File: src/rtl/core/binary_mask_grow_shrink_defines.svh
// Assertion macros shared by the mask grow/shrink RTL.
// Included by the modules that check their own logic; needs nothing else.
`ifndef BINARY_MASK_GROW_SHRINK_DEFINES_SVH
`define BINARY_MASK_GROW_SHRINK_DEFINES_SVH

// The consequent must hold in the same cycle as the antecedent.
`define BMGS_ASSERT_IMP(lbl, clk, rst, ante, cons) \
   lbl: assert property (@(posedge clk) disable iff (rst) (ante) |-> (cons)) \
      else $error("%m: implication check failed");

// The consequent must hold in the cycle after the antecedent.
`define BMGS_ASSERT_NEXT(lbl, clk, rst, ante, cons) \
   lbl: assert property (@(posedge clk) disable iff (rst) (ante) |=> (cons)) \
      else $error("%m: next-cycle check failed");

// The expression must never be true.
`define BMGS_ASSERT_NEVER(lbl, clk, rst, expr) \
   lbl: assert property (@(posedge clk) disable iff (rst) !(expr)) \
      else $error("%m: forbidden condition seen");

`endif

File: src/rtl/core/bmgs_pkg.sv
// Shared types and constants of the mask grow/shrink block.
// Used by every module in rtl/core; depends on nothing.
package bmgs_pkg;

   localparam int COL_W      = 8;
   localparam int LINE_W     = 8;
   localparam int ADDR_W     = COL_W + LINE_W;
   localparam int MAX_WIDTH  = 1 << COL_W;
   localparam int MAX_HEIGHT = 1 << LINE_W;
   localparam int MASK_DEPTH = MAX_WIDTH * MAX_HEIGHT;
   localparam int DIM_W      = 9;
   localparam int PASS_W     = 9;
   localparam int CSR_ADDR_W = 5;
   localparam int CSR_DATA_W = 32;
   localparam int REG_IDX_W  = 3;

   // Request codes.
   localparam logic [1:0] REQ_WRITE = 2'd0;
   localparam logic [1:0] REQ_RUN   = 2'd1;
   localparam logic [1:0] REQ_READ  = 2'd2;

   // Register indexes on the configuration port.
   localparam logic [REG_IDX_W-1:0] REG_OPERATION    = 3'd0;
   localparam logic [REG_IDX_W-1:0] REG_PASS_COUNT   = 3'd1;
   localparam logic [REG_IDX_W-1:0] REG_CLEAR_BORDER = 3'd2;
   localparam logic [REG_IDX_W-1:0] REG_IMAGE_WIDTH  = 3'd3;
   localparam logic [REG_IDX_W-1:0] REG_IMAGE_HEIGHT = 3'd4;

   typedef struct packed {
      logic [1:0]        req_type;
      logic [COL_W-1:0]  col;
      logic [LINE_W-1:0] line;
      logic              pixel_in;
   } bmgs_req_beat_type;

   typedef struct packed {
      logic              pixel_out;
      logic [PASS_W-1:0] passes_done;
   } bmgs_rsp_beat_type;

   typedef struct packed {
      logic              operation;
      logic [PASS_W-1:0] pass_count;
      logic              clear_border;
      logic [DIM_W-1:0]  image_width;
      logic [DIM_W-1:0]  image_height;
   } bmgs_cfg_type;

   typedef struct packed {
      logic              rd_en;
      logic [ADDR_W-1:0] rd_addr;
      logic              wr_en;
      logic [ADDR_W-1:0] wr_addr;
      logic              wr_data;
   } bmgs_mem_req_type;

   typedef struct packed {
      logic              done;
      logic [PASS_W-1:0] passes;
   } bmgs_sweep_status_type;

endpackage

File: src/rtl/core/bmgs_csr.sv
// Configuration registers of the mask grow/shrink block behind an APB-style port.
// Depends on bmgs_pkg for the register indexes and the configuration struct.
module bmgs_csr (
   input  logic                           clock,
   input  logic                           reset,
   input  logic                           csr_psel,
   input  logic                           csr_penable,
   input  logic                           csr_pwrite,
   input  logic [bmgs_pkg::CSR_ADDR_W-1:0] csr_paddr,
   input  logic [bmgs_pkg::CSR_DATA_W-1:0] csr_pwdata,
   output logic [bmgs_pkg::CSR_DATA_W-1:0] csr_prdata,
   output logic                           csr_pready,
   output bmgs_pkg::bmgs_cfg_type          cfg
);

   bmgs_pkg::bmgs_cfg_type             cfg_ff;
   bmgs_pkg::bmgs_cfg_type             cfg_in;
   logic [bmgs_pkg::REG_IDX_W-1:0]     reg_idx;
   logic                               wr_strobe;

   assign reg_idx    = csr_paddr[bmgs_pkg::CSR_ADDR_W-1:2];
   assign wr_strobe  = csr_psel && csr_penable && csr_pwrite;
   assign csr_pready = 1'b1;
   assign cfg        = cfg_ff;

   always_comb begin
      cfg_in = cfg_ff;
      if (wr_strobe) begin
         case (reg_idx)
            bmgs_pkg::REG_OPERATION:    cfg_in.operation    = csr_pwdata[0];
            bmgs_pkg::REG_PASS_COUNT:   cfg_in.pass_count   = csr_pwdata[bmgs_pkg::PASS_W-1:0];
            bmgs_pkg::REG_CLEAR_BORDER: cfg_in.clear_border = csr_pwdata[0];
            bmgs_pkg::REG_IMAGE_WIDTH:  cfg_in.image_width  = csr_pwdata[bmgs_pkg::DIM_W-1:0];
            bmgs_pkg::REG_IMAGE_HEIGHT: cfg_in.image_height = csr_pwdata[bmgs_pkg::DIM_W-1:0];
            default: ;
         endcase
      end
   end

   always_comb begin
      case (reg_idx)
         bmgs_pkg::REG_OPERATION:    csr_prdata = 32'(cfg_ff.operation);
         bmgs_pkg::REG_PASS_COUNT:   csr_prdata = 32'(cfg_ff.pass_count);
         bmgs_pkg::REG_CLEAR_BORDER: csr_prdata = 32'(cfg_ff.clear_border);
         bmgs_pkg::REG_IMAGE_WIDTH:  csr_prdata = 32'(cfg_ff.image_width);
         bmgs_pkg::REG_IMAGE_HEIGHT: csr_prdata = 32'(cfg_ff.image_height);
         default:                    csr_prdata = '0;
      endcase
   end

   always_ff @(posedge clock) begin
      if (reset) begin
         cfg_ff.operation    <= 1'b0;
         cfg_ff.pass_count   <= bmgs_pkg::PASS_W'(1);
         cfg_ff.clear_border <= 1'b0;
         cfg_ff.image_width  <= bmgs_pkg::DIM_W'(bmgs_pkg::MAX_WIDTH);
         cfg_ff.image_height <= bmgs_pkg::DIM_W'(bmgs_pkg::MAX_HEIGHT);
      end else begin
         cfg_ff <= cfg_in;
      end
   end

endmodule

File: config.mk
export PLATFORM = sky130hd
export DESIGN_NAME = bmgs_csr
export DESIGN_NICKNAME = d
export VERILOG_FILES = /design/src/rtl/core/binary_mask_grow_shrink_defines.svh /design/src/rtl/core/bmgs_pkg.sv /design/src/rtl/core/bmgs_csr.sv
export SDC_FILE = /design/constraint.sdc
export NUM_CORES = 1
export LEC_CHECK = 0
export BUFFER_PORTS_ARGS = -buffer_cell sky130_fd_sc_hd__buf_2
export CAP_MARGIN = 30
export CORE_MARGIN = 4
export CORE_UTILIZATION = 32
export DETAILED_ROUTE_END_ITERATION = 12
export GPL_ROUTABILITY_DRIVEN = 0
export PLACE_DENSITY = 0.73
export SLEW_MARGIN = 5
export SYNTH_ARGS = -nofsm -noshare
export SYNTH_HDL_FRONTEND = slang
export SYNTH_SLANG_ARGS = --single-unit
File: constraint.sdc
create_clock -name clock -period 1.7 [get_ports clock]
set_input_delay 0.425 -clock clock [delete_from_list [all_inputs] [get_ports clock]]
set_output_delay 0.425 -clock clock [all_outputs]
set_load 0.01 [all_outputs]
# ---- After elaboration in Yosys (flattened, before gate mapping)
# Index checks and enable logic that the tools add are counted.
dict set report totals {
  rom_bits 0
  ramBits 0
  ff_bits 29
  memories 0
  elab_cells 18
  output_inout_bits 62
  latch_bits 0
}
dict set report op_classes {
  div_mod_pow 0
  n_eq_ne 4
  n_reduce_logical 8
  n_bitwise 0
  n_lt_le_gt_ge 0
  multipliers 0
  muxes 1
  shifts 0
  addsub 0
}
# operator n
set op_table {}
lappend op_table {{one-hot mux 9 bit (5 select lines)} 1}
lappend op_table {{AND reduction 2 bit} 5}
lappend op_table {{equality test 3 x 2 -> 1 bit, second input constant} 2}
lappend op_table {{equality test 3 x 1 -> 1 bit, second input constant} 1}
lappend op_table {{equality test 3 bit, second input constant} 1}
lappend op_table {{logical NOT 3 bit} 1}
lappend op_table {{logical AND 1 bit} 2}

# ---- Longest topological paths before layout
# Gate-level depths: netlist of the first run.
dict set report depth {
  depth_word 3
  depth_mapped 5
  mapped_depth_nobuf 3
}

# ---- Worst setup path before layout of the first run
# OpenSTA, ideal clock, no wires.
dict set report synth_timing {
  path_type {in2out}
  start {in csr_paddr[3] in the netlist's numbering}
  end {out csr_prdata[1] in the netlist's numbering}
  path_slack_ns 0.083
  path_stages 4
  arrival_time_ns 1.192
  path_buffers 2
  path_cell_list {buf_2 buf_2 mux2i_1 o21ai_0}
}
dict set report synth_between {
  elab_chain_len 2
  word_cells_on_any_way 6
  classes_between {4 x eq/ne; 1 x mux; 1 x reduce/logical}
}
# element line
set synth_lines {}
lappend synth_lines {{start: declaration} bmgs_csr.sv:9} ;# input logic [bmgs_pkg::CSR_ADDR_W-1:0] csr_paddr,
lappend synth_lines {{equality test 3 bit, or another cell as far along} bmgs_csr.sv:41} ;# case (reg_idx)
lappend synth_lines {{one-hot mux 9 bit (5 select lines) *} bmgs_csr.sv:41}
lappend synth_lines {{end: declaration} bmgs_csr.sv:11} ;# output logic [bmgs_pkg::CSR_DATA_W-1:0] csr_prdata,
# Every way passes the cells marked *; elsewhere a longest branch is shown, timed or not.

# ---- Worst setup path after layout of the first run
dict set report layout_timing {
  start {in csr_paddr[2] in the netlist's numbering}
  end {out csr_prdata[7] in the netlist's numbering}
}
# Same word-level chain as after synthesis.

==> results.md, run 1 <==
- Status: finished clean
- # nets final: 281
- Average wire per standard cell: 12.6 um
- Gr usage total: 12.9%
- Synth unique cells: 20
- Power Density: 681 nW/um^2
- CTS tree: yes
- Initial antenna violation count: 0
- Crit path max fanout: 5
- Cell with the most instances after synthesis: mux2i_1
- Avg Synthesized Cell Area: 9.36 um^2
- Largest net degree at the start of global routing: 22
- Cts bufs inserted: 5
- Clock root buffer: clkbuf_8
- Synth top cells by count: mux2i_1, nand2b_1, dfxtp_1, buf_4, nand2_1
- First-pass GRT wire length: 6310 um
- Area leader, netlist: dfxtp_1
- CTS Buffer Depth: 2
- Post-synthesis mux area share: 23.4%
- #FFs+latches synth: 29
- Core footprint: 5070 um^2
- H-tree Lvls: 2
- Final wirelength: 3880 um
- Die footprint: 6430 um^2
- Max FFs per register: 29
- Setup Buffers After CTS: 0
- Vias in the first global route: 1306
- CP required: 1.27 ns
- Diode count: 0
- Max IR drop VDD: 0.405 mV
- DP Cell Count: 302
- Power, Total: 0.00142 W
- Yosys warns: 0
- Final setup fails: 0
- Proportion of layout cells with a drive suffix above 1: 33.1%
- Die width: 80.2 um
- FMAX: 0.614 GHz
- Starting Density: 32.8%
- Drt pass-1 iters: 4
- Worst slew pin tran: 0.575 ns
- Total leakage power: 1.06 nW
- Crit path largest cell delay: 0.20 ns
- PortBufs: 54
- Simple-gate share of the synthesized area: 23.2%
- Fin crit period: 1.63 ns
- WS Path Type: in -> out
- Die height: 80.2 um
- RSZ-0062 raised after global routing: false
- Worst-skew pair later-pin latency: 0.27 ns
- XOR/XNOR Fraction of Synth Area: 0%
- Max Slew Vio Count: 0
- Async SR Flop Fraction: 0%
- GRT Residual Overflow: 0
- CTS hold repair buffers: 0
- Critical Path, Cell by Cell: buf_6 > nor3b_2 > buf_4 > nand2_1 > o21ai_1 > buf_2
- Synth Area in Compound Gates: 3.53%
- Largest family of logic cells by synthesized area: multiplexers
- # rows: 26
- Register-to-Register Path Depth: 2
- CP max-delay cell: nor3b_2
- Cts repair resizes: 0
- CP startpoint kind: input pin
- Crit path DAT: 1.20 ns
- Syn-to-layout area delta: 25.2%
- Post-synth EDFFs: 0
- Via count: 1328
- Rel. slew slack: 61.7%
- Seq/Total Area, Yosys: 34.8%
- Detailed placement HPWL: 3060 um
- Final Hold Viols: 0
- Most area-consuming cells after synthesis: dfxtp_1, mux2i_1, nand2b_1
- Worst Skew: 0 ns
- Clock Pin Slew Worst Setup and Hold Paths: 0.06 ns
- Post-route ant nets: 0
- Synth top area share: 34.8%
- Hold path depth: 3
- Synth Cell Area: 1670 um^2
- Max-cap violations: 0
- Hold Path Class: in -> reg
- Non-Filler Instances: 309
- Clock net sink count: 29
- Ports: 104
- Fin crit share: 95.8%
- Initial DRC count: 41
- Worst Setup End Kind: output pin
- Residual DRC: 0
- Adder-Cell Fraction of Synth Area: 0%
- Top_reg_cell synth: dfxtp_1
- Via/cell ratio: 4.30
- FILL cells: 526
- Gate count of the mapped netlist: 178
-- path summary, 6_finish.rpt --
path | from | end | slack [ns]
worst min register to register | cfg[10] | cfg[10] | 0.49
worst min-delay path | csr_pwdata[0] | cfg[19] | 0.43
worst max-delay path | csr_paddr[2] | csr_prdata[7] | 0.07
worst max register to register | cfg[8] | cfg[8] | 1.07
-- cell usage in the layout (no fill, tap or decap) --
cell / instances
dfxtp_1: 29
o21ai_0: 4
and3b_1: 1
buf_12: 2
buf_4: 11
nand2_2: 1
o21ai_1: 4
nor2_1: 6
o21ai_2: 1
buf_6: 1
or3b_1: 1
buf_2: 53
nand2b_1: 37
clkbuf_8: 6
clkbuf_1: 1
o21a_1: 1
conb_1: 24
nand2_1: 9
mux2i_1: 39
o22ai_1: 1
nand4_4: 1
nand3b_1: 2
and4b_2: 1
nor3_1: 1
nor3b_2: 2
-- layer usage --
metal	track usage [%]	vias up	share of wire (%)
met5	0	-	0
met4	5.07	0	1.6
met2	21.5	50	48
li1	-	662	-
met1	15.6	609	44
met3	3.36	7	6.2
-- cell families (layout without fill, tap and decap cells) --
family / after synthesis / count (layout)
DFF: 29 / 29
other: 2 / 24
and+or+nand+nor: 62 / 62
muxes: 39 / 39
buffers and inverters: 35 / 74
AOI/OAI and AO/OA: 11 / 11
-- power by group --
group / internal, W / switching [W] / total (W) / leakage [nW]
combinational: 0.0000743 / 0.0000963 / 0.000171 / 0.780
sequential: 0.000685 / 0.00000379 / 0.000689 / 0.234
clock: 0.000320 / 0.000242 / 0.000562 / 0.0443
total: 0.00108 / 0.000342 / 0.00142 / 1.06
-- stage by stage --
step	cell area (um^2)	utilization, %	worst slack, ns	hold WS, ns	setup TNS [ns]
after floorplan	1750	-	0.0828	0.504	0
after global placement	1990	39.2	-0.00143	0.474	-0.00175
after detailed placement	1990	39.2	-0.0156	0.478	-0.0631
after CTS	2070	40.9	0.0184	0.424	0
after global routing	2090	41.1	0.00531	0.460	0
final	2090	41.1	0.0716	0.428	0
-- critical path, delay by kind of cell --
family / cells / cell delay, ns
AO/OA/AOI/OAI: 1 / 0.10
buffers and inverters: 3 / 0.43
AND/OR/NAND/NOR: 2 / 0.25
-- area by class of cell --
type	instances	area (um^2)	share of cell area, %
Sequential cell	29	581	27.8
Tap cell	70	87.6	4.20
Timing Repair Buffer	67	399	19.1
Clock buffer	7	86.3	4.14
Multi-Input combinational cell	136	932	44.7
Note: power is estimated with default switching activity, not from simulation.
==> run 2: changes to the inputs <==
--- a/config.mk
+++ b/config.mk
@@ -5,13 +5,13 @@
 export SDC_FILE = /design/constraint.sdc
 export NUM_CORES = 1
 export LEC_CHECK = 0
-export BUFFER_PORTS_ARGS = -buffer_cell sky130_fd_sc_hd__buf_2
 export CAP_MARGIN = 30
 export CORE_MARGIN = 4
 export CORE_UTILIZATION = 32
 export DETAILED_ROUTE_END_ITERATION = 12
+export DONT_BUFFER_PORTS = 1
 export GPL_ROUTABILITY_DRIVEN = 0
-export PLACE_DENSITY = 0.73
+export PLACE_DENSITY = 0.56
 export SLEW_MARGIN = 5
 export SYNTH_ARGS = -nofsm -noshare
 export SYNTH_HDL_FRONTEND = slang
==> results.md, run 2 (synthesized netlist as in run 1, its figures left out) <==
- Sw Share: 22.4%
- Worst Setup End Kind: output pin
- # rows: 26
- Fin area: 1720 um^2
- Reg power frac: 51.4%
- Worst slew pin tran: 0.528 ns
- CTS hold repair buffers: 0
- Max Slew Vio Count: 0
- H-tree Lvls: 2
- Worst Skew: 0 ns
- Clock Pin Slew Worst Setup and Hold Paths: 0.06 ns
- Placed cell area: 1630 um^2
- Proportion of layout cells with a drive suffix above 1: 8.47%
- Power, Total: 0.00135 W
- Min setup slack post-route: 0.144 ns
- RSZ-0062 raised after global routing: false
- PortBufs: 0
- Core Util, Final: 33.9%
- Cts bufs inserted: 5
- Via count: 1114
- Initial DRC count: 25
- Rel. slew slack: 64.8%
- Hold Path Class: in -> reg
- CP startpoint kind: input pin
- Largest net degree at the start of global routing: 41
- Gr usage total: 11.5%
- Critical Path, Cell by Cell: nand2b_1 > o21ai_0
- Fin crit share: 91.5%
- WS Path Type: in -> out
- Final setup fails: 0
- Hold path depth: 2
- Switching power: 0.000301 W
- Int Pwr: 0.00104 W
- Final Hold Viols: 0
- Status: finished clean
- Worst slack, placed: 0.126 ns
- Crit path DAT: 1.13 ns
- Average wire per standard cell: 14.7 um
- Syn-to-layout area delta: 3.08%
- Residual DRC: 0
- FMAX: 0.643 GHz
- Setup Buffers After CTS: 0
- Register-to-Register Path Depth: 2
- # nets final: 219
- Power Density: 783 nW/um^2
- Max FFs per register: 29
- CP Depth: 2
- Max-cap violations: 0
- Worst path bufs/invs: 0
- Clock share of power: 41.6%
- Total leakage power: 0.747 nW
- GRT Residual Overflow: 0
- CTS Buffer Depth: 2
- Clock root buffer: clkbuf_8
- Crit path max fanout: 12
- Vias in the first global route: 1085
- Die height: 80.2 um
- Initial antenna violation count: 0
- CP max-delay cell: o21ai_0
- Detailed placement HPWL: 2610 um
- Core footprint: 5070 um^2
- Post-route ant nets: 0
- Most frequent cells in the layout: mux2i_1, nand2b_1, dfxtp_1, conb_1, nand2_1
- Die width: 80.2 um
- Commonest non-fill, non-tap cell in the layout: mux2i_1
- CP required: 1.27 ns
- Via/cell ratio: 4.51
- Final wirelength: 3630 um
- Die footprint: 6430 um^2
- CP top delay family: compound AO/OA/AOI/OAI gates
- Max IR drop VDD: 0.524 mV
- Cts repair resizes: 0
- CTS tree: yes
- Crit path largest cell delay: 0.40 ns
- Comb power frac: 6.9%
- Fin crit period: 1.56 ns
- Diode count: 0
- Clock net sink count: 29
- Worst-skew pair later-pin latency: 0.27 ns
- Ports: 104
- First-pass GRT wire length: 5580 um
- TNS Setup: 0 ns
- Starting Density: 32.8%
- Drt pass-1 iters: 4
run 2: cell types whose count changed in the layout (fill, tap and decap cells not counted):
cell     previous run  this run
o21ai_1             4         0
buf_2              53         0
o21ai_0             4         9
nand2_1             9        10
nand2_2             1         0
buf_6               1         0
o21ai_2             1         0
buf_4              11         5
buf_12              2         0
run 2: routing by layer:
metal	up-vias	track usage, %	part of all wire [%]
li1	540	-	-
met4	0	5.07	1.8
met5	-	0	0
met1	512	13.9	44
met2	56	18.1	45
met3	6	4.04	9.4
run 2: final cells by class:
| cell class | instances | area, um^2 |
|---|---|---|
| repair buffers | 5 | 37.5 |
| clock buffers | 7 | 86.3 |
| multi-input cells | 136 | 926 |
| flip-flops and latches | 29 | 581 |
| well taps | 70 | 87.6 |
| fillers | 532 | 3360 |
run 2: through the flow:
step	std cells	hold WS (ns)
global route	247	0.313
detailed placement	240	0.529
finish	247	0.304
global placement	240	0.527
CTS	247	0.295
floorplan	200	0.504
run 2: path summary, 6_finish.rpt:
path	from	end	slack (ns)
setup / recovery	csr_paddr[4]	csr_prdata[1]	0.14
hold / removal	csr_pwdata[8]	cfg[27]	0.30
setup reg to reg	cfg[12]	cfg[12]	1.01
hold reg to reg	cfg[27]	cfg[27]	0.54
run 2: power groups by stage:
stage / Sequential (W) / Clock (W) / Combinational [W]
after floorplan: 0.000705 / 0 / 0.000142
after global placement: 0.000707 / 0 / 0.0000927
after detailed placement: 0.000707 / 0 / 0.0000930
after CTS: 0.000692 / 0.000581 / 0.0000931
after global routing: 0.000692 / 0.000605 / 0.000104
final: 0.000692 / 0.000560 / 0.0000934
==> run 3: changes to the inputs <==
--- a/config.mk
+++ b/config.mk
@@ -12,6 +12,7 @@
 export DONT_BUFFER_PORTS = 1
 export GPL_ROUTABILITY_DRIVEN = 0
 export PLACE_DENSITY = 0.56
+export SETUP_SLACK_MARGIN = 0.5
 export SLEW_MARGIN = 5
 export SYNTH_ARGS = -nofsm -noshare
 export SYNTH_HDL_FRONTEND = slang
==> constraint.sdc (replaced) <==
create_clock -name clock -period 1.6 [get_ports clock]
set_input_delay 0.4 -clock clock [delete_from_list [all_inputs] [get_ports clock]]
set_output_delay 0.4 -clock clock [all_outputs]
set_load 0.01 [all_outputs]
==> results.md, run 3 (synthesized netlist as in run 1, its figures left out) <==
- Status: finished clean
- Power, Total: 0.00155 W
- Starting Density: 32.8%
- Initial antenna violation count: 0
- Power Density: 819 nW/um^2
- Fin area: 1900 um^2
- Worst Setup End Kind: output pin
- Worst slack, placed: 0.197 ns
- Most frequent cells in the layout: mux2i_1, nand2b_1, conb_1, dfxtp_2, dfxtp_4
- Crit path DAT: 1.07 ns
- First-pass GRT wire length: 5470 um
- Average wire per standard cell: 15.4 um
- Largest net degree at the start of global routing: 41
- Cts bufs inserted: 5
- Worst Skew: 0 ns
- Final Hold Viols: 0
- Max Slew Vio Count: 0
- # nets final: 215
- Final wirelength: 3750 um
- Placed cell area: 1670 um^2
- Via count: 1097
- Final setup fails: 0
- RSZ-0062 raised after global routing: true
- Initial DRC count: 84
- Clock net sink count: 29
- Max-cap violations: 0
- Non-Filler Instances: 243
- CP startpoint kind: flip-flop
- Min setup slack post-route: 0.130 ns
- H-tree Lvls: 2
- FMAX: 0.680 GHz
- Die height: 80.2 um
- WS Path Type: reg -> out
- CTS tree: yes
- PortBufs: 0
- CP required: 1.20 ns
- # rows: 26
- Via/cell ratio: 4.51
- Crit path max fanout: 3
- Core footprint: 5070 um^2
- Ports: 104
- DP Cell Count: 236
- Hold Path Class: in -> reg
- Drt pass-1 iters: 5
- Clock root buffer: clkbuf_8
- Max FFs per register: 29
- Fin crit share: 91.9%
- Detailed placement HPWL: 2680 um
- CTS Buffer Depth: 2
- Fin crit period: 1.47 ns
- Die footprint: 6430 um^2
- Vias in the first global route: 1028
- GRT Residual Overflow: 0
- Post-route ant nets: 0
- Clock Pin Slew Worst Setup and Hold Paths: 0.06 ns
- Worst-skew pair later-pin latency: 0.27 ns
- Proportion of layout cells with a drive suffix above 1: 37.6%
- CTS hold repair buffers: 0
- Diode count: 0
- Total leakage power: 0.801 nW
- Syn-to-layout area delta: 13.9%
- Max IR drop VDD: 0.435 mV
- Die width: 80.2 um
- Gr usage total: 11.5%
- Residual DRC: 0
- TNS Setup: 0 ns
-- run 3: critical path, stage by stage (launching register included) --
cell,delay [ns]
dfxtp_2,0.37
mux2i_1,0.08
o22ai_1,0.15
o21a_1,0.20
-- run 3: area by class of cell --
class	instances	area, um^2
Clock buffer	5	68.8
Clock inverter	2	35.0
Fill cell	525	3180
Multi-Input combinational cell	136	1050
Sequential cell	29	649
Tap cell	70	87.6
Timing Repair Buffer	1	11.3
-- run 3: worst paths after layout --
check	from	end	slack (ns)	depth (start not counted)
max	cfg[19]	csr_prdata[0]	0.13	3
min	csr_pwdata[8]	cfg[27]	0.28	2
max reg2reg	cfg[2]	cfg[2]	0.93	2
min reg2reg	cfg[7]	cfg[7]	0.50	2
-- run 3: routing by layer --
layer | up-vias | global-route usage, % | wire (um) | share of wire [%]
met2 | 52 | 17.8 | 1750 | 47
met1 | 508 | 13.8 | 1580 | 42
met4 | 0 | 4.05 | 32 | 0.85
met3 | 4 | 5.61 | 387 | 10
li1 | 533 | - | - | -
met5 | - | 0 | 0 | 0
-- run 3: timing repair --
item                                    CTS  global route
resized for setup                        35            24
buffers inserted                          0             0
hold endpoints to repair                  0             0
endpoints found under the setup margin   23            13
pin swaps                                 1             4
-- run 3: where the power goes --
part	switching, W	total, W	internal (W)
sequential	0.00000824	0.000716	0.000707
clock	0.000274	0.000726	0.000452
combinational	0.0000639	0.000112	0.0000480
total	0.000347	0.00155	0.00121
-- run 3: per-stage QoR --
stage / hold WS [ns] / utilization [%]
2_1_floorplan: 0.504 / -
3_3_place_gp: 0.525 / 32.8
3_5_place_dp: 0.527 / 32.8
4_1_cts: 0.275 / 35.9
5_1_grt: 0.279 / 37.4
6_report: 0.281 / 37.4
