<file path="src/rtl/core/binary_mask_grow_shrink_defines.svh">
// Assertion macros shared by the mask grow/shrink RTL.
// Included by the modules that check their own logic; needs nothing else.
`ifndef BINARY_MASK_GROW_SHRINK_DEFINES_SVH
`define BINARY_MASK_GROW_SHRINK_DEFINES_SVH

// The consequent must hold in the same cycle as the antecedent.
`define BMGS_ASSERT_IMP(lbl, clk, rst, ante, cons) \
   lbl: assert property (@(posedge clk) disable iff (rst) (ante) |-> (cons)) \
      else $error("%m: implication check failed");

// The consequent must hold in the cycle after the antecedent.
`define BMGS_ASSERT_NEXT(lbl, clk, rst, ante, cons) \
   lbl: assert property (@(posedge clk) disable iff (rst) (ante) |=> (cons)) \
      else $error("%m: next-cycle check failed");

// The expression must never be true.
`define BMGS_ASSERT_NEVER(lbl, clk, rst, expr) \
   lbl: assert property (@(posedge clk) disable iff (rst) !(expr)) \
      else $error("%m: forbidden condition seen");

`endif

</file>
<file path="src/rtl/core/bmgs_pkg.sv">
// Shared types and constants of the mask grow/shrink block.
// Used by every module in rtl/core; depends on nothing.
package bmgs_pkg;

   localparam int COL_W      = 8;
   localparam int LINE_W     = 8;
   localparam int ADDR_W     = COL_W + LINE_W;
   localparam int MAX_WIDTH  = 1 << COL_W;
   localparam int MAX_HEIGHT = 1 << LINE_W;
   localparam int MASK_DEPTH = MAX_WIDTH * MAX_HEIGHT;
   localparam int DIM_W      = 9;
   localparam int PASS_W     = 9;
   localparam int CSR_ADDR_W = 5;
   localparam int CSR_DATA_W = 32;
   localparam int REG_IDX_W  = 3;

   // Request codes.
   localparam logic [1:0] REQ_WRITE = 2'd0;
   localparam logic [1:0] REQ_RUN   = 2'd1;
   localparam logic [1:0] REQ_READ  = 2'd2;

   // Register indexes on the configuration port.
   localparam logic [REG_IDX_W-1:0] REG_OPERATION    = 3'd0;
   localparam logic [REG_IDX_W-1:0] REG_PASS_COUNT   = 3'd1;
   localparam logic [REG_IDX_W-1:0] REG_CLEAR_BORDER = 3'd2;
   localparam logic [REG_IDX_W-1:0] REG_IMAGE_WIDTH  = 3'd3;
   localparam logic [REG_IDX_W-1:0] REG_IMAGE_HEIGHT = 3'd4;

   typedef struct packed {
      logic [1:0]        req_type;
      logic [COL_W-1:0]  col;
      logic [LINE_W-1:0] line;
      logic              pixel_in;
   } bmgs_req_beat_type;

   typedef struct packed {
      logic              pixel_out;
      logic [PASS_W-1:0] passes_done;
   } bmgs_rsp_beat_type;

   typedef struct packed {
      logic              operation;
      logic [PASS_W-1:0] pass_count;
      logic              clear_border;
      logic [DIM_W-1:0]  image_width;
      logic [DIM_W-1:0]  image_height;
   } bmgs_cfg_type;

   typedef struct packed {
      logic              rd_en;
      logic [ADDR_W-1:0] rd_addr;
      logic              wr_en;
      logic [ADDR_W-1:0] wr_addr;
      logic              wr_data;
   } bmgs_mem_req_type;

   typedef struct packed {
      logic              done;
      logic [PASS_W-1:0] passes;
   } bmgs_sweep_status_type;

endpackage

</file>
<file path="src/rtl/core/bmgs_sweep.sv">
// Pass sequencer: streams the mask memory row by row through two line buffers
// and writes each grown or shrunk pixel back. Depends on bmgs_pkg.
`include "binary_mask_grow_shrink_defines.svh"

module bmgs_sweep (
   input  logic                            clock,
   input  logic                            reset,
   input  logic                            start,
   input  bmgs_pkg::bmgs_cfg_type          cfg,
   input  logic                            mask_rd_data,
   output bmgs_pkg::bmgs_mem_req_type      mem_req,
   output bmgs_pkg::bmgs_sweep_status_type status
);

   typedef enum logic [2:0] {
      S_IDLE  = 3'b001,
      S_RUN   = 3'b010,
      S_CHECK = 3'b100
   } sweep_state_type;

   typedef struct packed {
      logic                        pix;
      logic                        shift;
      logic                        prime;
      logic [bmgs_pkg::LINE_W-1:0] row;
      logic [bmgs_pkg::COL_W-1:0]  col;
      logic                        left_ok;
      logic                        right_ok;
      logic                        up_ok;
      logic                        down_ok;
      logic                        border;
   } stage_type;

   sweep_state_type                 state_ff, state_in;
   logic [bmgs_pkg::DIM_W-1:0]      w_ff, w_in, h_ff, h_in;
   logic                            shrink_ff, shrink_in;
   logic                            border_en_ff, border_en_in;
   logic [bmgs_pkg::PASS_W-1:0]     count_ff, count_in;
   logic [bmgs_pkg::PASS_W-1:0]     iter_ff, iter_in;
   logic                            prime_ff, prime_in;
   logic [bmgs_pkg::LINE_W-1:0]     row_ff, row_in;
   logic [bmgs_pkg::DIM_W-1:0]      k_ff, k_in;
   stage_type                       s1_ff, s1_in;
   logic                            any_set_ff, any_set_in;
   logic                            any_clear_ff, any_clear_in;
   logic                            changed_ff, changed_in;
   logic                            done_ff, done_in;
   logic [bmgs_pkg::PASS_W-1:0]     passes_ff, passes_in;
   logic                            win_l_ff, win_c_ff;
   logic                            cur_rd_ff, prev_rd_ff;

   logic                            cur_buf  [0:bmgs_pkg::MAX_WIDTH-1];
   logic                            prev_buf [0:bmgs_pkg::MAX_WIDTH-1];

   logic                            issue_on;
   logic [bmgs_pkg::DIM_W-1:0]      k_m1;
   logic [bmgs_pkg::DIM_W-1:0]      row_p1;
   logic [bmgs_pkg::DIM_W-1:0]      cfg_w, cfg_h;
   logic [bmgs_pkg::PASS_W-1:0]     iter_p1;
   logic                            grow_v, shrink_v, res_v, fin_v;
   logic                            do_pix, cur_we;
   logic                            stop_early;
   logic                            wr_row_ok;

   assign issue_on = (state_ff == S_RUN);
   assign k_m1     = k_ff - bmgs_pkg::DIM_W'(1);
   assign row_p1   = {1'b0, row_ff} + bmgs_pkg::DIM_W'(1);
   assign iter_p1  = iter_ff + bmgs_pkg::PASS_W'(1);

   assign cfg_w = (cfg.image_width > bmgs_pkg::DIM_W'(bmgs_pkg::MAX_WIDTH)) ?
                  bmgs_pkg::DIM_W'(bmgs_pkg::MAX_WIDTH) : cfg.image_width;
   assign cfg_h = (cfg.image_height > bmgs_pkg::DIM_W'(bmgs_pkg::MAX_HEIGHT)) ?
                  bmgs_pkg::DIM_W'(bmgs_pkg::MAX_HEIGHT) : cfg.image_height;

   // Issue slot k reads cur[k], prev[k-1] and the pixel below column k-1; slot k
   // then computes column k-1 in the next cycle. Slot w+1 is a bubble so that the
   // next row never reads a line buffer entry in the cycle it is written.
   always_comb begin
      s1_in          = '0;
      s1_in.pix      = issue_on && (k_ff != '0) && (k_ff <= w_ff);
      s1_in.shift    = issue_on && (k_ff <= w_ff);
      s1_in.prime    = prime_ff;
      s1_in.row      = row_ff;
      s1_in.col      = k_m1[bmgs_pkg::COL_W-1:0];
      s1_in.left_ok  = (k_ff > bmgs_pkg::DIM_W'(1));
      s1_in.right_ok = (k_ff < w_ff);
      s1_in.up_ok    = !prime_ff && (row_ff != '0);
      s1_in.down_ok  = prime_ff || (row_p1 < h_ff);
      s1_in.border   = border_en_ff && (iter_ff == '0) &&
                       ((row_ff == '0) || (row_p1 == h_ff) ||
                        (k_ff == bmgs_pkg::DIM_W'(1)) || (k_ff == w_ff));
   end

   always_comb begin
      mem_req         = '0;
      mem_req.rd_en   = s1_in.pix && s1_in.down_ok;
      mem_req.rd_addr = {(prime_ff ? bmgs_pkg::LINE_W'(0) : row_p1[bmgs_pkg::LINE_W-1:0]),
                         k_m1[bmgs_pkg::COL_W-1:0]};
      mem_req.wr_en   = do_pix;
      mem_req.wr_addr = {s1_ff.row, s1_ff.col};
      mem_req.wr_data = fin_v;
   end

   // Pixel evaluation on the registered cross neighbourhood.
   always_comb begin
      grow_v = win_c_ff | (s1_ff.left_ok & win_l_ff) | (s1_ff.right_ok & cur_rd_ff) |
               (s1_ff.up_ok & prev_rd_ff) | (s1_ff.down_ok & mask_rd_data);
      shrink_v = win_c_ff & (!s1_ff.left_ok | win_l_ff) & (!s1_ff.right_ok | cur_rd_ff) &
                 (!s1_ff.up_ok | prev_rd_ff) & (!s1_ff.down_ok | mask_rd_data);
      res_v  = shrink_ff ? shrink_v : grow_v;
      fin_v  = s1_ff.border ? 1'b0 : res_v;
      do_pix = s1_ff.pix && !s1_ff.prime;
      cur_we = s1_ff.pix && s1_ff.down_ok;
   end

   assign stop_early = shrink_ff ? !any_set_ff : !any_clear_ff;
   assign wr_row_ok  = ({1'b0, s1_ff.row} < h_ff);

   always_comb begin
      state_in     = state_ff;
      w_in         = w_ff;
      h_in         = h_ff;
      shrink_in    = shrink_ff;
      border_en_in = border_en_ff;
      count_in     = count_ff;
      iter_in      = iter_ff;
      prime_in     = prime_ff;
      row_in       = row_ff;
      k_in         = k_ff;
      any_set_in   = any_set_ff;
      any_clear_in = any_clear_ff;
      changed_in   = changed_ff;
      done_in      = 1'b0;
      passes_in    = passes_ff;

      if (do_pix) begin
         any_set_in   = any_set_ff | res_v;
         any_clear_in = any_clear_ff | !res_v;
         changed_in   = changed_ff | (fin_v != win_c_ff);
      end

      case (state_ff)
         S_IDLE: begin
            if (start) begin
               w_in         = cfg_w;
               h_in         = cfg_h;
               shrink_in    = cfg.operation;
               border_en_in = cfg.operation && cfg.clear_border;
               count_in     = cfg.pass_count;
               iter_in      = '0;
               prime_in     = 1'b1;
               row_in       = '0;
               k_in         = '0;
               any_set_in   = 1'b0;
               any_clear_in = 1'b0;
               changed_in   = 1'b0;
               if (cfg.pass_count == '0) begin
                  done_in   = 1'b1;
                  passes_in = '0;
               end else if ((cfg_w == '0) || (cfg_h == '0)) begin
                  // An empty image counts one pass and stops.
                  done_in   = 1'b1;
                  passes_in = bmgs_pkg::PASS_W'(1);
               end else begin
                  state_in  = S_RUN;
               end
            end
         end
         S_RUN: begin
            if (k_ff == w_ff + bmgs_pkg::DIM_W'(1)) begin
               k_in = '0;
               if (prime_ff) begin
                  prime_in = 1'b0;
               end else if (row_p1 == h_ff) begin
                  state_in = S_CHECK;
               end else begin
                  row_in = row_p1[bmgs_pkg::LINE_W-1:0];
               end
            end else begin
               k_in = k_ff + bmgs_pkg::DIM_W'(1);
            end
         end
         S_CHECK: begin
            if (stop_early) begin
               done_in   = 1'b1;
               passes_in = iter_p1;
               state_in  = S_IDLE;
            end else if (!changed_ff || (iter_p1 == count_ff)) begin
               // A pass that changed nothing leaves a fixed point; the run also ends after the last pass.
               done_in   = 1'b1;
               passes_in = count_ff;
               state_in  = S_IDLE;
            end else begin
               iter_in      = iter_p1;
               prime_in     = 1'b1;
               row_in       = '0;
               k_in         = '0;
               any_set_in   = 1'b0;
               any_clear_in = 1'b0;
               changed_in   = 1'b0;
               state_in     = S_RUN;
            end
         end
         default: state_in = S_IDLE;
      endcase
   end

   always_ff @(posedge clock) begin
      if (reset) begin
         state_ff     <= S_IDLE;
         iter_ff      <= '0;
         prime_ff     <= 1'b0;
         row_ff       <= '0;
         k_ff         <= '0;
         s1_ff        <= '0;
         any_set_ff   <= 1'b0;
         any_clear_ff <= 1'b0;
         changed_ff   <= 1'b0;
         done_ff      <= 1'b0;
      end else begin
         state_ff     <= state_in;
         iter_ff      <= iter_in;
         prime_ff     <= prime_in;
         row_ff       <= row_in;
         k_ff         <= k_in;
         s1_ff        <= s1_in;
         any_set_ff   <= any_set_in;
         any_clear_ff <= any_clear_in;
         changed_ff   <= changed_in;
         done_ff      <= done_in;
      end
   end

   always_ff @(posedge clock) begin
      w_ff         <= w_in;
      h_ff         <= h_in;
      shrink_ff    <= shrink_in;
      border_en_ff <= border_en_in;
      count_ff     <= count_in;
      passes_ff    <= passes_in;
      if (s1_ff.shift) begin
         win_l_ff <= win_c_ff;
         win_c_ff <= cur_rd_ff;
      end
   end

   // Line buffer holding the current row, refilled with the row below.
   always_ff @(posedge clock) begin
      if (cur_we) begin
         cur_buf[s1_ff.col] <= mask_rd_data;
      end
      if (issue_on) begin
         cur_rd_ff <= cur_buf[k_ff[bmgs_pkg::COL_W-1:0]];
      end
   end

   // Line buffer holding the unmodified row above.
   always_ff @(posedge clock) begin
      if (do_pix) begin
         prev_buf[s1_ff.col] <= win_c_ff;
      end
      if (issue_on) begin
         prev_rd_ff <= prev_buf[k_m1[bmgs_pkg::COL_W-1:0]];
      end
   end

   assign status.done   = done_ff;
   assign status.passes = passes_ff;

   `BMGS_ASSERT_NEXT(a_start_acts, clock, reset, start && (state_ff == S_IDLE), (state_ff == S_RUN) || done_ff)
   `BMGS_ASSERT_IMP(a_write_in_image, clock, reset, mem_req.wr_en, wr_row_ok)
   `BMGS_ASSERT_NEVER(a_state_onehot, clock, reset, !$onehot(state_ff))

endmodule

</file>
<file path="config.mk">
export PLATFORM = sky130hd
export DESIGN_NAME = bmgs_sweep
export DESIGN_NICKNAME = d
export VERILOG_FILES = /design/src/rtl/core/bmgs_pkg.sv /design/src/rtl/core/bmgs_sweep.sv
export VERILOG_INCLUDE_DIRS = /design/src /design/src/rtl/core
export SDC_FILE = /design/constraint.sdc
export NUM_CORES = 1
export LEC_CHECK = 0
export BUFFER_PORTS_ARGS = -buffer_cell sky130_fd_sc_hd__buf_2
export CORE_ASPECT_RATIO = 1.75
export CORE_MARGIN = 1.5
export CORE_UTILIZATION = 55
export CTS_BUF_LIST = sky130_fd_sc_hd__clkbuf_8
export CTS_CLUSTER_DIAMETER = 40
export DETAILED_ROUTE_END_ITERATION = 7
export PLACE_DENSITY_LB_ADDON = 0.12
export SLEW_MARGIN = 20
export SYNTH_ARGS = -nofsm -noshare
export SYNTH_HDL_FRONTEND = slang
export SYNTH_SLANG_ARGS = --single-unit
</file>
<file path="constraint.sdc">
create_clock -name clock -period 4.6 [get_ports clock]
set_clock_uncertainty 0.15 [all_clocks]
set_input_delay 0.69 -clock clock [delete_from_list [all_inputs] [get_ports clock]]
set_output_delay 0.69 -clock clock [all_outputs]
set_load 0.05 [all_outputs]
</file>
[Word-level counts from Yosys, hierarchy flattened]
Memories as Yosys holds them, arrays and structs flattened. A register that Yosys moved wholly into a read port is not among the register bits.
Cells that the tools add are included.
Widths: inputs -> output; s select.
Operators by class
  add/sub/neg operators: 5
  magnitude comparators: 6
  eq/ne operators: 20
  multiplexer cells: 66
  bitwise gates (word level): 19
  reductions and logical operators: 42
Operator list (number)
  $mux 9: 13
  $mux 8: 7
  $eq 9x9->1: 4
  $logic_not 9->1: 4
  $pmux 9 s2: 2
  $mux 1: 28
  $add 9x1->9 const B: 3
  $pmux 9 s3: 1
  $pmux 8 s3: 1
  $gt 9x9->1 const B: 2
  $lt 9x9->1: 2
  $mux 3: 6
  $ne 2x2->1 const B: 7
  $reduce_and 4->1: 3
  $or 1x1->1: 11
  $logic_and 1x1->1: 10
  $logic_not 1->1: 10
  $add 8x1->9 const B: 1
  $eq 9x1->1 const B: 1
  $gt 9x1->1 const B: 1
  $le 9x9->1: 1
  $pmux 3 s3: 1
  $reduce_bool 9->1: 1
  $and 1x1->1: 8
  other kinds (19): 30
Storage, ports and cells
  register bits: 98
  memory bits (writable): 512
  input bits: 33
  memories kept: 2
Memory list
  cur_buf: depth 256, bits a word 1, rd ports 1, clocked after Yosys merged registers in 1, wr ports 1, line bmgs_sweep.sv:52  | logic cur_buf [0:bmgs_pkg::MAX_WIDTH-1];
  prev_buf: depth 256, bits a word 1, rd ports 1, clocked after Yosys merged registers in 1, wr ports 1, line bmgs_sweep.sv:53  | logic prev_buf [0:bmgs_pkg::MAX_WIDTH-1];

[Logic depth before layout (Yosys ltp)]
Gate-level depths: netlist of run 1.
  depth in word-level cells: 14
  gate-level depth with buffers: 14
  mapped depth without buffers: 14

[Least setup slack after synthesis of run 1]
OpenSTA, ideal clock, no wires.
  kind: flip-flop to output port
  start point: register k_ff[0] (netlist name)
  end point: output port mem_req[34] (netlist name)
  arrival time: 4.579 ns
  slack: -0.819 ns
  stages on the path, launching flop included: 15
  buffers on the path: 4
  cells stage by stage: dfxtp_1 buf_2 buf_6 buf_4 buf_2 inv_1 ha_1 nor2b_1 o21a_1 o21a_1 o21a_1 o21a_1 o21bai_1 a21oi_1 a2111oi_0
RTL lines
  start: declaration: line bmgs_sweep.sv:42  | logic [bmgs_pkg::DIM_W-1:0] k_ff, k_in;
  start signal: assignment: line bmgs_sweep.sv:225  | k_ff <= k_in;
  end: declaration: line bmgs_sweep.sv:11  | output bmgs_pkg::bmgs_mem_req_type mem_req,

==> flow_summary.toml, run 1 <==
[run]
drv_cap = 0

[clock_tree]
clkTransAtPathRegs_ps = 70
clock_latency_ps = 660
cts_resized = 0
post-cts-setup-buffers = 0
clk_path_buf_depth = 3
cts_tree = "built"
ctsHoldBuffers = 0
h-tree-depth = 3
clkSinkCount = 612
cts_root_buffer = "clkbuf_8"
cts-buffers-inserted = 89

[worst_setup_path]
reg2reg_slack_ps = 1140
critPathBufInv = 2
worstRegToRegCells = 9
cp_slowest_stage_delay_ps = 450
path_class = "reg -> out"
setup.worst_path.start = "row_ff[0]"
cp_max_fo = 7
cpMostUsedCell = "o21a_1"
crit_family = "compound AO/OA/AOI/OAI gates"
r2r-start = "k_ff[0]"
worstSetupEndpointType = "output pin"
worstPathArrival_ps = 3530
worst_path_max_delay_cell = "dfxtp_1"
path_cells = "inv_1 -> ha_1 -> ha_1 -> nor2b_1 -> o21a_1 -> o21a_1 -> o21a_1 -> o21a_1 -> o2111ai_1 -> a21oi_1 -> a2111oi_2 -> buf_4"
r2r_end = "prev_rd_ff"
cp-start-kind = "flip-flop"
worstPathRequired_ps = 3760

[routing]
first_pass_iters = 6
via_per_inst = 6.14
drtIter0Drc = 1627
wl_per_cell_um = 24.3
drtAntennaViolNets = 0
totalWireLength_um = 69700
remaining_drc_errors = 0
vias = 17600

[floorplan]
num_rows = 108
ios = 78
die_w_um = 173
initial_core_util_pct = 55.8
die_y_um = 300
core_area_um2 = 49700
dieArea_um2 = 51900

[finish]
drive_above_1_share_pct = 17.6
fin_nets = 2204
post-route-util_pct = 60.9
final_cell_area_um2 = 30300
finalNonFillerCells = 2866
synthToLayoutAreaGrowth_pct = 9.06

[logic_synthesis]
synth_top_family_by_area = "simple AND/OR/NAND/NOR gates"
synth_area_leaders = "edfxtp_1, mux4_2, nor2_1"
synth_seq_cells = 612
ys_seq_area_share_pct = 64.1
synth-compound-area-share_pct = 5.28
syn_area_per_cell_um2 = 13.2
synth_cell_type_count = 76
synth.most_common_cell = "nor2_1"
synth_common_cells = "nor2_1, edfxtp_1, mux4_2"
muxShareOfSynthArea_pct = 11.4
yosysTopAreaCellShare_pct = 60.0
async_reset_ff_share_pct = 0
synth_area_um2 = 27700
synthFlopType = "edfxtp_1"
synth_fa_ha_area_share_pct = 1.22
synth-edff-count = 554
synth_nets = 2170
syn_inst = 2110
synth_simple_gate_area_share_pct = 12.8
synth_xor_area_share_pct = 1.14
yosys_warnings = 0
yosys.area.top_type = "edfxtp_1"

[pwr]
powerDensity_nw_per_um2 = 464
max-vdd-ir-drop_uv = 360
leakagePower_uw = 0.00951

[placement]
place.port_buffers = 77
dp_cells = 2713
postPlaceCellArea_um2 = 28600
dp_slack_ps = 788
dp_hpwl_um = 42800
gp_congestion = 0.850

[timing]
hold_violations = 0
max_freq_ghz = 0.229
fin_ws_ps = 230
tightestPinTransition_ps = 1140
setup_tns_ps = 0
finalMaxSlewViolations = 0
min_period_ps = 4370
finalSetupViolations = 0
rsz0062_at_grt = "false"
fin_crit_sh_pct = 95.0
relSlewSlack_pct = 23.8

[grt]
grt_max_degree = 259
first_global_vias = 18000
grt_antenna_before_repair = 1
grt_pass1_wl_um = 104000
overflow = 0
grt_util_all_layers_pct = 27.1

[min_path]
hold_path_end = "count_ff[3]"
holdPathStages = 1
hp-start = "cfg[22]"
hold_class = "in -> reg"

[run_status]
status = "completed"
==> cell families after synthesis <==
logic type	count (synthesis)
DFF	612
buffers and inverters	240
adders and majority gates	27
AOI/OAI and AO/OA	201
muxes	163
and+or+nand+nor	831
xor gates and xnor gates	36
==> layout by cell type (no fill, tap or decap), drive strengths merged, types with 28 or more instances in the layout <==
master	count
nand3	52
clkinv	28
mux4	123
a21oi	47
buf	125
dfxtp	58
mux2i	40
nand2	57
edfxtp	554
clkbuf	93
nor2	584
a211oi	42
inv	82
nor2b	50
==> per-stage QoR <==
stage | power (uW) | hold slack [ps]
after CTS | 14100 | 39.5
after global placement | 9890 | 310
after global routing | 14600 | 54.3
after floorplan | 8980 | 291
after detailed placement | 9930 | 316
final | 14000 | 74.6
==> cell type report <==
cell class / count / area [um^2]
Sequential cell: 612 / 17800
Fill cell: 4006 / 19500
Multi-Input combinational cell: 1258 / 8920
Clock inverter: 59 / 399
Inverter: 58 / 218
Antenna cell: 1 / 2.50
Tap cell: 660 / 826
Clock buffer: 93 / 1280
Timing Repair Buffer: 125 / 808
==> power by group <==
part / internal (uW) / leakage (uW) / switching, uW
sequential: 6210 / 0.00546 / 184
clock: 2200 / 0.000943 / 2040
combinational: 1270 / 0.00312 / 2150
total: 9670 / 0.00951 / 4380
==> flip-flops by register name (all words and copies together), names as in the netlist <==
register / flops
mem_req: 16
win_c_ff: 1
border_en_ff: 1
state_ff: 3
changed_ff: 1
h_ff: 9
w_ff: 9
s1_ff: 8
cur_rd_ff: 1
row_ff: 8
shrink_ff: 1
prev_buf: 256
done_ff: 1
count_ff: 9
cur_buf: 256
iter_ff: 9
any_clear_ff: 1
win_l_ff: 1
k_ff: 9
passes_ff: 9
any_set_ff: 1
prev_rd_ff: 1
prime_ff: 1
==> worst max path at each step <==
stage | cells after the start | to
detailed placement | 12 | mem_req[34]
finish | 12 | mem_req[34]
CTS | 12 | mem_req[34]
global placement | 12 | mem_req[34]
global route | 12 | mem_req[34]
floorplan | 3 | mem_req[0]
==> metal layers <==
| layer | global-route usage [%] | wire length (um) |
|---|---|---|
| met4 | 16.1 | 4050 |
| met2 | 50.2 | 37400 |
| met1 | 28.9 | 23800 |
| met3 | 4.31 | 4440 |
| met5 | 0 | 0 |
==> worst register-to-register path: stages (launching register included) <==
cell	delay, ps
dfxtp_4	480
buf_12	600
nor3_1	360
xnor2_2	180
buf_4	430
a211oi_1	100
a211oi_1	420
a211oi_1	100
a2111o_1	420
nand4_1	100
No activity file was read; power rests on OpenSTA's default activity.
==> inputs of run 2 (changes only) <==
==> constraint.sdc (replaced) <==
create_clock -name clock -period 4.6 [get_ports clock]
set_clock_uncertainty 0.15 [all_clocks]
set_input_delay 0.92 -clock clock [delete_from_list [all_inputs] [get_ports clock]]
set_output_delay 0.92 -clock clock [all_outputs]
set_load 0.05 [all_outputs]
==> run 2 against run 1 <==
  * Non-clock buffer count increased by 5
  * First-iteration DRC count fell by 7.6%
  * Sequential share of layout area is essentially flat
  * Critical endpoint unchanged
  * Largest power group unchanged
==> flow_summary.toml, run 2 (synthesis results as in run 1) <==
[timing]
min_period_ps = 4400
fin_crit_sh_pct = 95.8
worst_hold_slack_ps = 306
tightestPinTransition_ps = 1170
finalMaxSlewViolations = 0
hold_violations = 0
relSlewSlack_pct = 22.1
rsz0062_at_grt = "false"
fin_ws_ps = 195
finalSetupViolations = 0
max_freq_ghz = 0.227
setup_tns_ps = 0

[pwr]
pwr-share-seq_pct = 46.0
total_power_uw = 13900
leakagePower_uw = 0.00957
p_clk_share_pct = 29.0
switching_share_pct = 31.9
power_frac_comb_pct = 25.0
switchingPower_uw = 4420
internal_power_uw = 9440
max-vdd-ir-drop_uv = 376
powerDensity_nw_per_um2 = 458

[grt]
overflow = 0
grt_util_all_layers_pct = 27.5
grt_max_degree = 257
grt_pass1_wl_um = 106000
grt_antenna_before_repair = 1
first_global_vias = 18000

[finish]
final_cell_mix = "nor2_1, edfxtp_1, mux4_2, inv_1, clkbuf_8"
fin_nets = 2209
drive_above_1_share_pct = 17.8
synthToLayoutAreaGrowth_pct = 9.11
final_cell_area_um2 = 30300
layout_commonest_cell = "nor2_1"

[clock_tree]
ctsHoldBuffers = 0
clk_path_buf_depth = 3
h-tree-depth = 3
clkTransAtPathRegs_ps = 60
clkSinkCount = 612
cts-buffers-inserted = 89
cts_tree = "built"
cts_root_buffer = "clkbuf_8"
clock_latency_ps = 670

[routing]
wl_per_cell_um = 24.4
drtIter0Drc = 1503
vias = 17500
totalWireLength_um = 70300
via_per_inst = 6.07
drtAntennaViolNets = 0
remaining_drc_errors = 0
first_pass_iters = 5

[worst_setup_path]
path_class = "reg -> out"
cp-start-kind = "flip-flop"
worstPathArrival_ps = 3330
worstPathRequired_ps = 3530
cpMostUsedCell = "o21a_1"
worstSetupEndpointType = "output pin"
cp_max_fo = 7
path_cells = "inv_1 -> ha_1 -> ha_1 -> nor2b_1 -> o21a_1 -> o21a_1 -> o21a_1 -> o21a_1 -> o2111ai_1 -> a21oi_2 -> a2111oi_2 -> buf_4"
worstRegToRegCells = 10
critPathBufInv = 2
worst_path_max_delay_cell = "dfxtp_4"
cp_slowest_stage_delay_ps = 380
crit_family = "compound AO/OA/AOI/OAI gates"
crit_cells = 12

[min_path]
holdPathStages = 1
hold_class = "in -> reg"

[floorplan]
die_y_um = 300
initial_core_util_pct = 55.8
dieArea_um2 = 51900
die_w_um = 173
ios = 78
num_rows = 108
core_area_um2 = 49700

[placement]
postPlaceCellArea_um2 = 28600
dp_hpwl_um = 43600
gp_congestion = 0.874
place.port_buffers = 77
dp_slack_ps = 506

[run_status]
status = "completed"

[run]
drv_cap = 0
-- run 2: cell types whose count changed in the layout (fill, tap and decap cells not counted), sizes merged --
cell      delta
buf          +5
bufinv       -5
clkinv       +2
clkinvlp     +2
inv         +16
-- run 2: final cells by class --
| type | instances | area, um^2 |
|---|---|---|
| antenna | 1 | 2.50 |
| clock buffer | 93 | 1280 |
| clock inverter | 74 | 348 |
| fill | 4061 | 19500 |
| inverter | 58 | 218 |
| multi-input combinational | 1258 | 8910 |
| sequential | 612 | 17800 |
| tap | 660 | 826 |
| timing repair buffer | 130 | 878 |
-- run 2: worst paths after layout --
path                            slack [ps]  startpoint     endpoint
worst max register to register        1040  iter_ff[0]      k_ff[3]
worst min register to register         340   s1_ff[22]     win_l_ff
worst min-delay path                   310     cfg[19]  count_ff[0]
worst max-delay path                   200   row_ff[0]  mem_req[34]
-- run 2: per-stage QoR --
step / instances / util (%)
after floorplan: 2110 / -
after global placement: 2717 / 57.5
after detailed placement: 2717 / 57.5
after CTS: 2884 / 60.8
after global routing: 2886 / 60.9
final: 2886 / 60.9
-- run 2: power groups by stage --
stage / Sequential, uW / Combinational [uW] / Clock [uW]
6_report: 6370 / 3470 / 4020
5_1_grt: 6380 / 3700 / 4310
4_1_cts: 6360 / 3500 / 4110
3_5_place_dp: 6480 / 3490 / 0
3_3_place_gp: 6480 / 3460 / 0
2_1_floorplan: 6410 / 2570 / 0
-- run 2: worst register-to-register path: stages, from the launching register on --
cell	delay [ps]
dfxtp_1	530
ha_1	360
nand3_1	240
xnor2_1	230
a32oi_1	170
o2111ai_1	130
a211o_1	350
o21ai_2	520
buf_4	290
nand2_2	110
o32ai_1	350
-- run 2: layer usage --
layer  track usage (%)  share of wire, %  vias to the layer above
li1                  -                 -                     7788
met1              29.5                34                     8851
met2              51.5                55                      666
met3              3.52               5.1                      223
met4              16.7               6.1                        0
met5                 0                 0                        -
-- run 2: what timing repair did --
item                       4_1_cts  5_1_grt
pin swaps                        0        1
gates resized for setup          3        2
setup endpoints to repair        1        1
setup buffers                    0        0
==> inputs of run 3 (changes only) <==
Settings changed: CORE_UTILIZATION 55 to 45, CTS_BUF_LIST sky130_fd_sc_hd__clkbuf_8 to sky130_fd_sc_hd__clkbuf_4 sky130_fd_sc_hd__clkbuf_8.
Clock period 4.6 ns to 5.4 ns, I/O delays scaled along.
==> run 3 against run 2 <==
  * Non-clock buffer count rose by 4
  * Sequential power fell by 15%
  * Flip-flop and latch count did not move
  * Clock power fell by 5.0%
  * Die area increased by 22%
  * Worst setup slack improved by 180 ps
  * Core utilization shrank 11 points
  * Largest power group unchanged
==> flow_summary.toml, run 3 (synthesis results as in run 1) <==
[placement]
gp_congestion = 0.854
place.port_buffers = 77
dp_cells = 2855
dp_hpwl_um = 46500
dp_slack_ps = 1070

[grt]
grt_util_all_layers_pct = 24.3
grt_antenna_before_repair = 2
grt_pass1_wl_um = 112000
overflow = 0
first_global_vias = 18500
grt_max_degree = 140

[timing]
tightestPinTransition_ps = 1140
finalSetupViolations = 0
finalMaxSlewViolations = 0
min_period_ps = 5020
fin_crit_sh_pct = 93.0
relSlewSlack_pct = 23.8
rsz0062_at_grt = "false"
max_freq_ghz = 0.199
hold_violations = 0
fin_ws_ps = 377

[floorplan]
die_w_um = 191
ios = 78
dieArea_um2 = 63200
die_y_um = 331
initial_core_util_pct = 45.4
core_area_um2 = 61100
num_rows = 120

[min_path]
hold_class = "reg -> reg"
hp-start = "s1_ff[22]"
holdPathStages = 0

[finish]
synthToLayoutAreaGrowth_pct = 10.3
fin_nets = 2217
finalNonFillerCells = 3023
drive_above_1_share_pct = 19.4
fillers = 5417
layout_commonest_cell = "nor2_1"
final_cell_mix = "nor2_1, edfxtp_1, mux4_2, clkbuf_8, buf_2"

[routing]
via_per_inst = 5.75
first_pass_iters = 5
drtAntennaViolNets = 0
wl_per_cell_um = 24.8
remaining_drc_errors = 0
totalWireLength_um = 75100
drtIter0Drc = 1329
vias = 17400

[pwr]
max-vdd-ir-drop_uv = 322
leakagePower_uw = 0.00957
powerDensity_nw_per_um2 = 401

[worst_setup_path]
worstRegToRegCells = 9
cp_slowest_stage_delay_ps = 460
crit_cells = 12
cp_max_fo = 7
r2r-start = "k_ff[1]"
cp-start-kind = "flip-flop"
crit_family = "compound AO/OA/AOI/OAI gates"
worstSetupEndpointType = "output pin"
path_class = "reg -> out"
worstPathRequired_ps = 4170
cpMostUsedCell = "o21a_1"
setup.worst_path.start = "row_ff[0]"
critPathBufInv = 2
path_cells = "inv_1 -> ha_1 -> ha_1 -> nor2b_1 -> o21a_1 -> o21a_1 -> o21a_1 -> o21a_1 -> o2111ai_1 -> a21oi_1 -> a2111oi_1 -> buf_2"
worstPathArrival_ps = 3790
worst_path_max_delay_cell = "a2111oi_1"

[clock_tree]
clock_latency_ps = 700
post-cts-setup-buffers = 0
cts_tree = "built"
h-tree-depth = 3
cts-buffers-inserted = 93
clkSinkCount = 612
ctsHoldBuffers = 0
cts_resized = 0
clkTransAtPathRegs_ps = 60
clk_path_buf_depth = 3
cts_root_buffer = "clkbuf_8"

[run]
drv_cap = 0

[run_status]
status = "completed"
==> run 3: changes by cell type in the layout (fill, tap and decap cells not counted), sizes merged <==
cell | previous run | this run
clkinvlp | 3 | 2
clkinv | 30 | 29
clkbuf | 93 | 132
buf | 130 | 134
inv | 98 | 60
bufinv | 1 | 2
==> run 3: final timing paths <==
kind	slack [ps]	endpoint
setup / recovery	380	mem_req[34]
hold / removal	320	win_c_ff
setup reg to reg	1640	prev_rd_ff
hold reg to reg	320	win_c_ff
==> run 3: per-layer routing <==
metal / wire (um) / up-vias / track usage [%] / part of all wire, %
met2: 41600 / 558 / 45.8 / 55
li1: - / 7804 / - / -
met3: 3700 / 184 / 3.78 / 4.9
met1: 26100 / 8851 / 25.5 / 35
met5: 0 / - / 0 / 0
met4: 3680 / 0 / 12.4 / 4.9
==> run 3: report_power, final <==
part | switching [uW] | internal, uW | leakage [uW] | total (uW)
combinational | 1910 | 1100 | 0.00315 | 3010
clock | 1820 | 2000 | 0.000965 | 3820
sequential | 147 | 5290 | 0.00546 | 5430
==> run 3: per-stage QoR <==
stage	total power (uW)	instance area (um^2)	TNS (ps)	hold WS, ps	util, %
global placement	8550	28800	0	305	47.1
floorplan	7650	27800	-107	291	-
global route	12800	30600	0	329	50.1
CTS	12400	30600	0	322	50.1
finish	12300	30600	0	322	50.1
detailed placement	8570	28800	0	307	47.1
==> run 3: area by class of cell <==
cell class                      instances  area (um^2)  share of cell area, %
Sequential cell                       612        17800                   58.2
Multi-Input combinational cell       1258         8900                   29.1
Clock buffer                          132         1600                   5.22
Tap cell                              793          992                   3.24
Timing Repair Buffer                  134          865                   2.83
Clock inverter                         35          219                  0.716
Inverter                               58          218                  0.712
Antenna cell                            1         2.50                0.00818
